==> src/hdl/kvte_pkg.sv <==
// ----------------------------------------------------------------------------
// Key-value table engine package
// Operation, status and sequencer types shared by the table engine files.
// ----------------------------------------------------------------------------
package kvte_pkg;

    localparam int MODE_W   = 2;
    localparam int FLAGS_W  = 2;
    localparam int STATUS_W = 2;
    localparam int SLOT_W   = 4;
    localparam int MAX_W    = 5;

    localparam logic [MAX_W-1:0] MAX_RESET = 5'd16;

    // Bit positions in the update flags.
    localparam int FLAG_NO_EXIST = 0;
    localparam int FLAG_EXIST    = 1;

    typedef enum logic [MODE_W-1:0] {
        MODE_LOOKUP,
        MODE_UPDATE,
        MODE_DELETE,
        MODE_GET_CREATE
    } t_mode;

    typedef enum logic [STATUS_W-1:0] {
        ST_OK,
        ST_NOT_FOUND,
        ST_EXISTS,
        ST_FULL
    } t_status;

    typedef enum logic [1:0] {
        S_IDLE,
        S_SCAN,
        S_DECIDE,
        S_MOVE
    } t_state;

    typedef struct packed {
        logic rd_en;
        logic wr_en;
    } t_mem_ctl;

endpackage

==> src/hdl/kvte_req_if.sv <==
// ----------------------------------------------------------------------------
// Key-value table request channel
// Valid/ready channel that carries one table operation per transaction.
// ----------------------------------------------------------------------------
interface kvte_req_if #(
    parameter int KEY_WIDTH   = 64,
    parameter int VALUE_WIDTH = 64
);
    logic                         valid;
    logic                         ready;
    logic [kvte_pkg::MODE_W-1:0]  mode;
    logic [KEY_WIDTH-1:0]         key;
    logic [VALUE_WIDTH-1:0]       value;
    logic                         value_given;
    logic [kvte_pkg::FLAGS_W-1:0] update_flags;

    modport source (
        output valid, mode, key, value, value_given, update_flags,
        input  ready
    );

    modport sink (
        input  valid, mode, key, value, value_given, update_flags,
        output ready
    );
endinterface

==> src/hdl/kvte_rsp_if.sv <==
// ----------------------------------------------------------------------------
// Key-value table response channel
// Valid/ready channel that carries one operation result per transaction.
// ----------------------------------------------------------------------------
interface kvte_rsp_if #(
    parameter int VALUE_WIDTH = 64
);
    logic                          valid;
    logic                          ready;
    logic [kvte_pkg::STATUS_W-1:0] status;
    logic [VALUE_WIDTH-1:0]        value_out;
    logic [kvte_pkg::SLOT_W-1:0]   slot;

    modport source (
        output valid, status, value_out, slot,
        input  ready
    );

    modport sink (
        input  valid, status, value_out, slot,
        output ready
    );
endinterface

==> src/hdl/kvte_store.sv <==
// ----------------------------------------------------------------------------
// Key-value table entry store
// Key and value memories with one write port and one registered read port.
// ----------------------------------------------------------------------------
module kvte_store #(
    parameter int DEPTH       = 16,
    parameter int KEY_WIDTH   = 64,
    parameter int VALUE_WIDTH = 64,
    parameter int AW          = 4
) (
    input  logic                   i_clk,
    input  kvte_pkg::t_mem_ctl     i_ctl,
    input  logic [AW-1:0]          i_rd_addr,
    input  logic [AW-1:0]          i_wr_addr,
    input  logic [KEY_WIDTH-1:0]   i_wr_key,
    input  logic [VALUE_WIDTH-1:0] i_wr_val,
    output logic [KEY_WIDTH-1:0]   o_rd_key,
    output logic [VALUE_WIDTH-1:0] o_rd_val
);
    import kvte_pkg::*;

    logic [KEY_WIDTH-1:0]   r_key_mem [DEPTH];
    logic [VALUE_WIDTH-1:0] r_val_mem [DEPTH];
    logic [KEY_WIDTH-1:0]   r_rd_key;
    logic [VALUE_WIDTH-1:0] r_rd_val;

    always_ff @(posedge i_clk) begin
        if (i_ctl.wr_en) begin
            r_key_mem[i_wr_addr] <= i_wr_key;
            r_val_mem[i_wr_addr] <= i_wr_val;
        end
    end

    // Read data holds between reads; the sequencer relies on that while stalled.
    always_ff @(posedge i_clk) begin
        if (i_ctl.rd_en) begin
            r_rd_key <= r_key_mem[i_rd_addr];
            r_rd_val <= r_val_mem[i_rd_addr];
        end
    end

    assign o_rd_key = r_rd_key;
    assign o_rd_val = r_rd_val;

endmodule

==> src/hdl/key_value_table_engine_unit.sv <==
// A request scans the entries from slot 0 until its key hits or the last entry is read;
// an empty table skips the scan. A delete that moves the last entry adds a move step.
// A new request is taken only when the sequencer is back in idle, which it enters as the
// result is registered, so the engine works on one operation at a time.
// A result still waiting on the response channel holds the sequencer before its write-back.
// Reset (synchronous, active low) empties the table and sets the capacity limit to 16.
// ----------------------------------------------------------------------------
// Key-value table engine
// Dense key-value table with lookup, update, delete and get-or-create.
// ----------------------------------------------------------------------------
module key_value_table_engine_unit #(
    parameter int DEPTH       = 16,
    parameter int KEY_WIDTH   = 64,
    parameter int VALUE_WIDTH = 64
) (
    input  logic                         i_clk,
    input  logic                         i_rst_n,
    input  logic                         i_cfg_we,
    input  logic [kvte_pkg::MAX_W-1:0]   i_cfg_data,
    kvte_req_if.sink                     i_req,
    kvte_rsp_if.source                   o_rsp
);
    import kvte_pkg::*;

    localparam int AW = (DEPTH > 1) ? $clog2(DEPTH) : 1;
    localparam int CW = $clog2(DEPTH + 1);
    localparam int MW = (CW > MAX_W) ? CW : MAX_W;

    t_state                 r_state, n_state;
    t_mode                  r_mode, n_mode;
    logic [KEY_WIDTH-1:0]   r_key, n_key;
    logic [VALUE_WIDTH-1:0] r_val_in, n_val_in;
    logic                   r_given, n_given;
    logic [FLAGS_W-1:0]     r_flags, n_flags;
    logic [CW-1:0]          r_count, n_count;
    logic [MAX_W-1:0]       r_max;
    logic [CW-1:0]          r_idx, n_idx;
    logic                   r_pend, n_pend;
    logic [AW-1:0]          r_pidx, n_pidx;
    logic                   r_hit, n_hit;
    logic [AW-1:0]          r_slot, n_slot;
    logic [VALUE_WIDTH-1:0] r_hval, n_hval;
    logic                   r_ovalid, n_ovalid;
    t_status                r_status, n_status;
    logic [VALUE_WIDTH-1:0] r_vout, n_vout;
    logic [SLOT_W-1:0]      r_oslot, n_oslot;

    t_mem_ctl               mem_ctl;
    logic [AW-1:0]          rd_addr, wr_addr;
    logic [KEY_WIDTH-1:0]   wr_key, rd_key;
    logic [VALUE_WIDTH-1:0] wr_val, rd_val;

    logic                   req_fire, out_free;
    logic [CW-1:0]          last;
    logic                   scan_hit, scan_last, scan_issue;
    logic                   room, go_move;

    t_status                dec_status;
    logic [VALUE_WIDTH-1:0] dec_val, dec_wr_val;
    logic [AW-1:0]          dec_slot, dec_wr_addr;
    logic                   dec_wr, dec_inc, dec_dec;

    logic                   emit;
    t_status                e_status;
    logic [VALUE_WIDTH-1:0] e_val;
    logic [AW-1:0]          e_slot;
    logic [AW+SLOT_W-1:0]   slot_ext;

    kvte_store #(
        .DEPTH       (DEPTH),
        .KEY_WIDTH   (KEY_WIDTH),
        .VALUE_WIDTH (VALUE_WIDTH),
        .AW          (AW)
    ) u_store (
        .i_clk     (i_clk),
        .i_ctl     (mem_ctl),
        .i_rd_addr (rd_addr),
        .i_wr_addr (wr_addr),
        .i_wr_key  (wr_key),
        .i_wr_val  (wr_val),
        .o_rd_key  (rd_key),
        .o_rd_val  (rd_val)
    );

    assign i_req.ready = (r_state == S_IDLE);
    assign req_fire    = i_req.valid && i_req.ready;
    assign out_free    = !r_ovalid || o_rsp.ready;

    assign last       = r_count - 1'b1;
    assign scan_hit   = r_pend && (rd_key == r_key);
    assign scan_last  = r_pend && (CW'(r_pidx) == last);
    assign scan_issue = (r_idx < r_count);

    // The capacity is the configured limit saturated at the table depth.
    assign room    = (MW'(r_count) < MW'(r_max)) && (r_count < CW'(DEPTH));
    assign go_move = (r_mode == MODE_DELETE) && r_hit && (CW'(r_slot) != last);

    always_comb begin
        dec_status  = ST_OK;
        dec_val     = '0;
        dec_slot    = r_slot;
        dec_wr      = 1'b0;
        dec_wr_addr = r_slot;
        dec_wr_val  = r_val_in;
        dec_inc     = 1'b0;
        dec_dec     = 1'b0;
        unique case (r_mode)
            MODE_LOOKUP: begin
                if (r_hit) begin
                    dec_val = r_hval;
                end else begin
                    dec_status = ST_NOT_FOUND;
                end
            end
            MODE_UPDATE: begin
                if (r_hit) begin
                    if (r_flags[FLAG_NO_EXIST]) begin
                        dec_status = ST_EXISTS;
                    end else begin
                        dec_wr  = 1'b1;
                        dec_val = r_val_in;
                    end
                end else if (r_flags[FLAG_EXIST]) begin
                    dec_status = ST_NOT_FOUND;
                end else if (room) begin
                    dec_wr      = 1'b1;
                    dec_wr_addr = r_count[AW-1:0];
                    dec_slot    = r_count[AW-1:0];
                    dec_inc     = 1'b1;
                    dec_val     = r_val_in;
                end else begin
                    dec_status = ST_FULL;
                end
            end
            MODE_DELETE: begin
                if (r_hit) begin
                    dec_dec = 1'b1;
                end else begin
                    dec_status = ST_NOT_FOUND;
                end
            end
            MODE_GET_CREATE: begin
                if (r_hit) begin
                    dec_val = r_hval;
                end else if (room) begin
                    dec_wr      = 1'b1;
                    dec_wr_addr = r_count[AW-1:0];
                    dec_slot    = r_count[AW-1:0];
                    dec_inc     = 1'b1;
                    dec_wr_val  = r_given ? r_val_in : '0;
                    dec_val     = r_given ? r_val_in : '0;
                end else begin
                    dec_status = ST_FULL;
                end
            end
            default: begin
                dec_status = ST_NOT_FOUND;
            end
        endcase
        if (dec_status != ST_OK) begin
            dec_val  = '0;
            dec_slot = '0;
        end
    end

    always_comb begin
        n_state = r_state;
        unique case (r_state)
            S_IDLE: begin
                if (req_fire) begin
                    n_state = (r_count == '0) ? S_DECIDE : S_SCAN;
                end
            end
            S_SCAN: begin
                if (scan_hit || scan_last) begin
                    n_state = S_DECIDE;
                end
            end
            S_DECIDE: begin
                if (go_move) begin
                    n_state = S_MOVE;
                end else if (out_free) begin
                    n_state = S_IDLE;
                end
            end
            S_MOVE: begin
                if (out_free) begin
                    n_state = S_IDLE;
                end
            end
            default: begin
                n_state = S_IDLE;
            end
        endcase
    end

    always_comb begin
        n_mode   = r_mode;
        n_key    = r_key;
        n_val_in = r_val_in;
        n_given  = r_given;
        n_flags  = r_flags;
        n_count  = r_count;
        n_idx    = r_idx;
        n_pend   = r_pend;
        n_pidx   = r_pidx;
        n_hit    = r_hit;
        n_slot   = r_slot;
        n_hval   = r_hval;
        mem_ctl  = '0;
        rd_addr  = r_idx[AW-1:0];
        wr_addr  = dec_wr_addr;
        wr_key   = r_key;
        wr_val   = dec_wr_val;
        emit     = 1'b0;
        e_status = dec_status;
        e_val    = dec_val;
        e_slot   = dec_slot;
        unique case (r_state)
            S_IDLE: begin
                if (req_fire) begin
                    n_mode   = t_mode'(i_req.mode);
                    n_key    = i_req.key;
                    n_val_in = i_req.value;
                    n_given  = i_req.value_given;
                    n_flags  = i_req.update_flags;
                    n_idx    = '0;
                    n_pend   = 1'b0;
                    n_hit    = 1'b0;
                end
            end
            S_SCAN: begin
                // Reads are issued ahead of the compare; the store registers each returned key.
                if (scan_hit) begin
                    n_hit  = 1'b1;
                    n_slot = r_pidx;
                    n_hval = rd_val;
                    n_pend = 1'b0;
                end else if (scan_last) begin
                    n_hit  = 1'b0;
                    n_pend = 1'b0;
                end else begin
                    mem_ctl.rd_en = scan_issue;
                    n_pend        = scan_issue;
                    n_pidx        = r_idx[AW-1:0];
                    if (scan_issue) begin
                        n_idx = r_idx + 1'b1;
                    end
                end
            end
            S_DECIDE: begin
                if (go_move) begin
                    mem_ctl.rd_en = 1'b1;
                    rd_addr       = last[AW-1:0];
                end else if (out_free) begin
                    emit           = 1'b1;
                    mem_ctl.wr_en  = dec_wr;
                    if (dec_inc) begin
                        n_count = r_count + 1'b1;
                    end else if (dec_dec) begin
                        n_count = last;
                    end
                end
            end
            S_MOVE: begin
                // The last entry fills the freed slot to keep the list dense.
                if (out_free) begin
                    mem_ctl.wr_en = 1'b1;
                    wr_addr       = r_slot;
                    wr_key        = rd_key;
                    wr_val        = rd_val;
                    n_count       = last;
                    emit          = 1'b1;
                    e_status      = ST_OK;
                    e_val         = '0;
                    e_slot        = r_slot;
                end
            end
            default: begin
                n_pend = 1'b0;
            end
        endcase
    end

    assign slot_ext = {{SLOT_W{1'b0}}, e_slot};

    always_comb begin
        n_ovalid = r_ovalid;
        n_status = r_status;
        n_vout   = r_vout;
        n_oslot  = r_oslot;
        if (emit) begin
            n_ovalid = 1'b1;
            n_status = e_status;
            n_vout   = e_val;
            n_oslot  = slot_ext[SLOT_W-1:0];
        end else if (o_rsp.ready) begin
            n_ovalid = 1'b0;
        end
    end

    always_ff @(posedge i_clk) begin
        if (!i_rst_n) begin
            r_state  <= S_IDLE;
            r_count  <= '0;
            r_max    <= MAX_RESET;
            r_pend   <= 1'b0;
            r_ovalid <= 1'b0;
        end else begin
            r_state  <= n_state;
            r_count  <= n_count;
            r_pend   <= n_pend;
            r_ovalid <= n_ovalid;
            if (i_cfg_we) begin
                r_max <= i_cfg_data;
            end
        end
    end

    always_ff @(posedge i_clk) begin
        r_mode   <= n_mode;
        r_key    <= n_key;
        r_val_in <= n_val_in;
        r_given  <= n_given;
        r_flags  <= n_flags;
        r_idx    <= n_idx;
        r_pidx   <= n_pidx;
        r_hit    <= n_hit;
        r_slot   <= n_slot;
        r_hval   <= n_hval;
        r_status <= n_status;
        r_vout   <= n_vout;
        r_oslot  <= n_oslot;
    end

    assign o_rsp.valid     = r_ovalid;
    assign o_rsp.status    = r_status;
    assign o_rsp.value_out = r_vout;
    assign o_rsp.slot      = r_oslot;

endmodule

==> src/flat_wrapper.sv <==
// flat-port wrapper written by rule: the top's interface ports become plain ports
module key_value_table_engine_unit_flat import kvte_pkg::*;
#(
    parameter int DEPTH       = 16,
    parameter int KEY_WIDTH   = 64,
    parameter int VALUE_WIDTH = 64
)
  (i_clk, i_rst_n, i_cfg_we, i_cfg_data, i_req_valid, i_req_mode, i_req_key, i_req_value, i_req_value_given, i_req_update_flags, i_req_ready, o_rsp_valid, o_rsp_status, o_rsp_value_out, o_rsp_slot, o_rsp_ready);
  kvte_req_if #(.KEY_WIDTH(KEY_WIDTH), .VALUE_WIDTH(VALUE_WIDTH)) i_req_i ();
  kvte_rsp_if #(.VALUE_WIDTH(VALUE_WIDTH)) o_rsp_i ();
  input  logic i_clk;
  input  logic i_rst_n;
  input  logic i_cfg_we;
  input  logic [kvte_pkg::MAX_W-1:0] i_cfg_data;
  input wire logic [$bits(i_req_i.valid)-1:0] i_req_valid;
  input wire logic [$bits(i_req_i.mode)-1:0] i_req_mode;
  input wire logic [$bits(i_req_i.key)-1:0] i_req_key;
  input wire logic [$bits(i_req_i.value)-1:0] i_req_value;
  input wire logic [$bits(i_req_i.value_given)-1:0] i_req_value_given;
  input wire logic [$bits(i_req_i.update_flags)-1:0] i_req_update_flags;
  output wire logic [$bits(i_req_i.ready)-1:0] i_req_ready;
  output wire logic [$bits(o_rsp_i.valid)-1:0] o_rsp_valid;
  output wire logic [$bits(o_rsp_i.status)-1:0] o_rsp_status;
  output wire logic [$bits(o_rsp_i.value_out)-1:0] o_rsp_value_out;
  output wire logic [$bits(o_rsp_i.slot)-1:0] o_rsp_slot;
  input wire logic [$bits(o_rsp_i.ready)-1:0] o_rsp_ready;
  assign i_req_i.valid = i_req_valid;
  assign i_req_i.mode = i_req_mode;
  assign i_req_i.key = i_req_key;
  assign i_req_i.value = i_req_value;
  assign i_req_i.value_given = i_req_value_given;
  assign i_req_i.update_flags = i_req_update_flags;
  assign i_req_ready = i_req_i.ready;
  assign o_rsp_valid = o_rsp_i.valid;
  assign o_rsp_status = o_rsp_i.status;
  assign o_rsp_value_out = o_rsp_i.value_out;
  assign o_rsp_slot = o_rsp_i.slot;
  assign o_rsp_i.ready = o_rsp_ready;
  key_value_table_engine_unit #(.DEPTH(DEPTH), .KEY_WIDTH(KEY_WIDTH), .VALUE_WIDTH(VALUE_WIDTH)) u_core (.i_clk(i_clk), .i_rst_n(i_rst_n), .i_cfg_we(i_cfg_we), .i_cfg_data(i_cfg_data), .i_req(i_req_i), .o_rsp(o_rsp_i));
endmodule
==> config.mk <==
export PLATFORM = sky130hd
export DESIGN_NAME = key_value_table_engine_unit_flat
export DESIGN_NICKNAME = d
export VERILOG_FILES = /design/src/hdl/kvte_pkg.sv /design/src/hdl/kvte_req_if.sv /design/src/hdl/kvte_rsp_if.sv /design/src/hdl/kvte_store.sv /design/src/hdl/key_value_table_engine_unit.sv /design/src/flat_wrapper.sv
export SDC_FILE = /design/constraint.sdc
export NUM_CORES = 2
export LEC_CHECK = 0
export ABC_AREA = 1
export BUFFER_PORTS_ARGS = -buffer_cell sky130_fd_sc_hd__buf_2
export CORE_MARGIN = 1.5
export CORE_UTILIZATION = 30
export DETAILED_ROUTE_END_ITERATION = 8
export SLEW_MARGIN = 20
export SYNTH_ARGS = -nofsm -noshare
export SYNTH_HDL_FRONTEND = slang
export SYNTH_SLANG_ARGS = --single-unit
==> constraint.sdc <==
create_clock -name i_clk -period 21 [get_ports i_clk]
set_input_delay 3.15 -clock i_clk [delete_from_list [all_inputs] [get_ports i_clk]]
set_output_delay 3.15 -clock i_clk [all_outputs]
set_load 0.02 [all_outputs]
==> flow_metrics.py <==
metrics = {
    "finish": {
        "synthToLayoutAreaGrowth_pct": 14.1,
        "fin_util_pct": 34.4,
        "final_area_um2": 121000,
        "drive_gt1_share_pct": 7.83,
        "final_nets": 9859,
    },
    "run": {
        "drv_cap": 0,
    },
    "grt": {
        "gr-total-overflow": 0,
        "antenna_found_initial": 5,
        "grt_max_degree": 182,
        "grt_pass1_wl_mm": 443,
        "track_usage_pct": 16.3,
        "grt_pass1_vias": 66900,
    },
    "placed_design": {
        "port_buffers": 214,
        "post-place-ws_ps": 12750,
        "dp_hpwl_mm": 153,
        "gp_congestion": 0.805,
        "place_area_um2": 112000,
    },
    "yosys": {
        "ys_warn_count": 0,
        "synth_area_um2": 106000,
        "synth_edf_count": 2457,
        "ys.flop_type": "edfxtp_1",
        "yosysUniqueCellTypes": 44,
        "synthArstFlopShare_pct": 0,
        "ys_ff_latch": 2471,
        "synthCells": 9628,
        "synth_top_cell_area_share_pct": 69.4,
        "synth_area_leaders": "edfxtp_1 (69%), nand3_1 (10%), nand2_1 (6.7%), inv_1 (6.3%), nand3b_1 (2.7%)",
        "synth_largest_area_cell": "edfxtp_1",
        "ys_seq_area_share_pct": 69.6,
        "synth_nets": 9786,
        "syn_avg_cell_area_um2": 11.0,
    },
    "status": {
        "outcome": "completed",
    },
    "clock_network": {
        "cts_tree": "done",
        "cts-htree-levels": 5,
        "numCtsBuffers": 273,
        "post_cts_buffers": 0,
        "clock-sinks": 2471,
        "clk_pin_slew_worst_paths_ps": 60,
        "insertion_delay_ps": 910,
        "clk_path_buf_depth": 4,
        "root_buffer": "clkbuf_16",
        "post_cts_resized": 0,
        "cts_hold_buf": 0,
    },
    "power": {
        "p_leak_uw": 0.0482,
        "power_density_nw_per_um2": 135,
        "irDropWorstVdd_mv": 0.243,
        "power_uw": 16300,
    },
    "timing": {
        "finalHoldViolations": 0,
        "setup_ws_ps": 13690,
        "finalSetupViolations": 0,
        "period_minus_slack_ps": 7310,
        "rsz0062_at_grt": "no",
        "slew_violations": 0,
        "clock_skew_ps": 75.3,
        "max_freq_ghz": 0.137,
        "tns_ps": 0,
        "post-route-period-util_pct": 34.8,
        "tightest_slew_ps": 1200,
        "slew_headroom_pct": 20.1,
    },
    "die": {
        "rows": 218,
        "die_area_um2": 358000,
        "die_x_um": 598,
        "io_pins": 215,
        "die_y_um": 598,
        "start_util_pct": 30.2,
        "core-area_um2": 353000,
    },
    "routing": {
        "vias": 69800,
        "drc_errors": 0,
        "wl_per_cell_um": 20.5,
        "ant_nets": 0,
        "dr.pass1.iters": 6,
        "vias_per_cell": 4.77,
        "drt-total-wl_mm": 301,
        "first_iter_violations": 7444,
    },
    "setup_path": {
        "worstPathRequired_ps": 21490,
        "crit_path_max_fanout": 127,
        "cp-start-kind": "input port",
        "critPathKind": "input port to register",
        "endpoint_kind": "register",
        "worstPathArrival_ps": 7800,
    },
    "hold_path": {
        "hold_path.class": "register to register",
    },
}
-- layout make-up --
type                       instances  area (um^2)
timing repair buffer             348         2340
antenna                            3         7.51
multi-input combinational       4827        23400
clock inverter                   145         1580
sequential                      2471        74100
inverter                        1780         6710
clock buffer                     344         7300
tap                             4730         5920
fill                           34500       231000
-- stage by stage --
stage / std cells / hold WS (ps)
finish: 14600 / 446
global route: 14600 / 448
CTS: 14600 / 443
detailed placement: 14200 / 434
global placement: 14200 / 430
floorplan: 9628 / 427
-- registers in the layout (all words and copies together) (netlist names), 64 cells and up --
name,count
u_core.r_key,64
u_core.u_store.o_rd_val,64
u_core.u_store.r_val_mem,1024
u_core.r_val_in,64
u_core.r_hval,64
u_core.u_store.o_rd_key,64
u_core.o_rsp.value_out,64
u_core.u_store.r_key_mem,1024
-- cells in the final DEF, fill, tap and decap left out, types with 21 or more instances in the layout --
master and instances:
nor2_1 120, nand3b_1 385, bufinv_16 28, edfxtp_1 2457, buf_2 214, a22oi_1 50, buf_12 21, clkinv_2 29
inv_1 1772, clkbuf_16 281, buf_4 113, xor2_1 25, nand3_1 2135, clkbuf_1 60, clkinv_1 56, nand2_1 1884
o21ai_0 66
-- where the power goes --
group / total, uW / internal (uW) / switching [uW]
clock network: 4810 / 2820 / 1990
logic: 5180 / 1300 / 3880
registers: 6360 / 6200 / 160
total: 16300 / 10300 / 6030
-- kinds of logic after synthesis --
logic type | Yosys count | share of synthesized area (%)
XOR/XNOR | 28 | 0.231
flip-flops | 2471 | 69.6
AND/OR/NAND/NOR | 4583 | 20.1
buffers and inverters | 2330 | 8.64
AO/OA/AOI/OAI | 201 | 1.19
adder cells (fa/ha/maj) | 15 | 0.176
-- synthesized netlist by cell type (7+ instances only) --
master	n
dfxtp_1	14
nand2_1	1886
a32oi_1	14
nand4_1	14
nand3_1	2137
buf_4	25
nand3b_1	385
edfxtp_1	2457
ha_1	15
nor2_1	138
o22ai_1	16
a21oi_1	18
o21ai_0	81
buf_2	262
xor2_1	25
inv_1	1775
or2_2	7
buf_1	30
a22oi_1	50
clkbuf_1	229
-- worst max-delay path, cell delays in order --
cell	delay, ps
buf_2	80
nor2_1	100
nor2_4	120
buf_12	510
inv_8	390
nand2_1	180
o21ai_0	180
inv_1	150
nand3_1	320
nor2_4	170
buf_4	480
buf_4	900
buf_4	870
-- path summary, 6_finish.rpt --
| path | from | endpoint | slack (ps) | cells past startpoint |
|---|---|---|---|---|
| setup / recovery | o_rsp_ready | u_core.u_store.r_val_mem[14][63] | 13690 | 13 |
| hold / removal | u_core.u_store.o_rd_val[40] | u_core.r_hval[40] | 450 | 0 |
| setup reg to reg | u_core.r_count[0] | u_core.u_store.o_rd_key[1] | 14290 | 20 |
| hold reg to reg | u_core.u_store.o_rd_val[40] | u_core.r_hval[40] | 450 | 0 |
-- per-layer routing --
metal | GRT usage, % | wire (um)
met5 | 0 | 0
met4 | 4.81 | 7960
met3 | 2.39 | 23100
met2 | 26.7 | 140000
met1 | 22.5 | 130000
No activity file was read; power rests on OpenSTA's default activity.
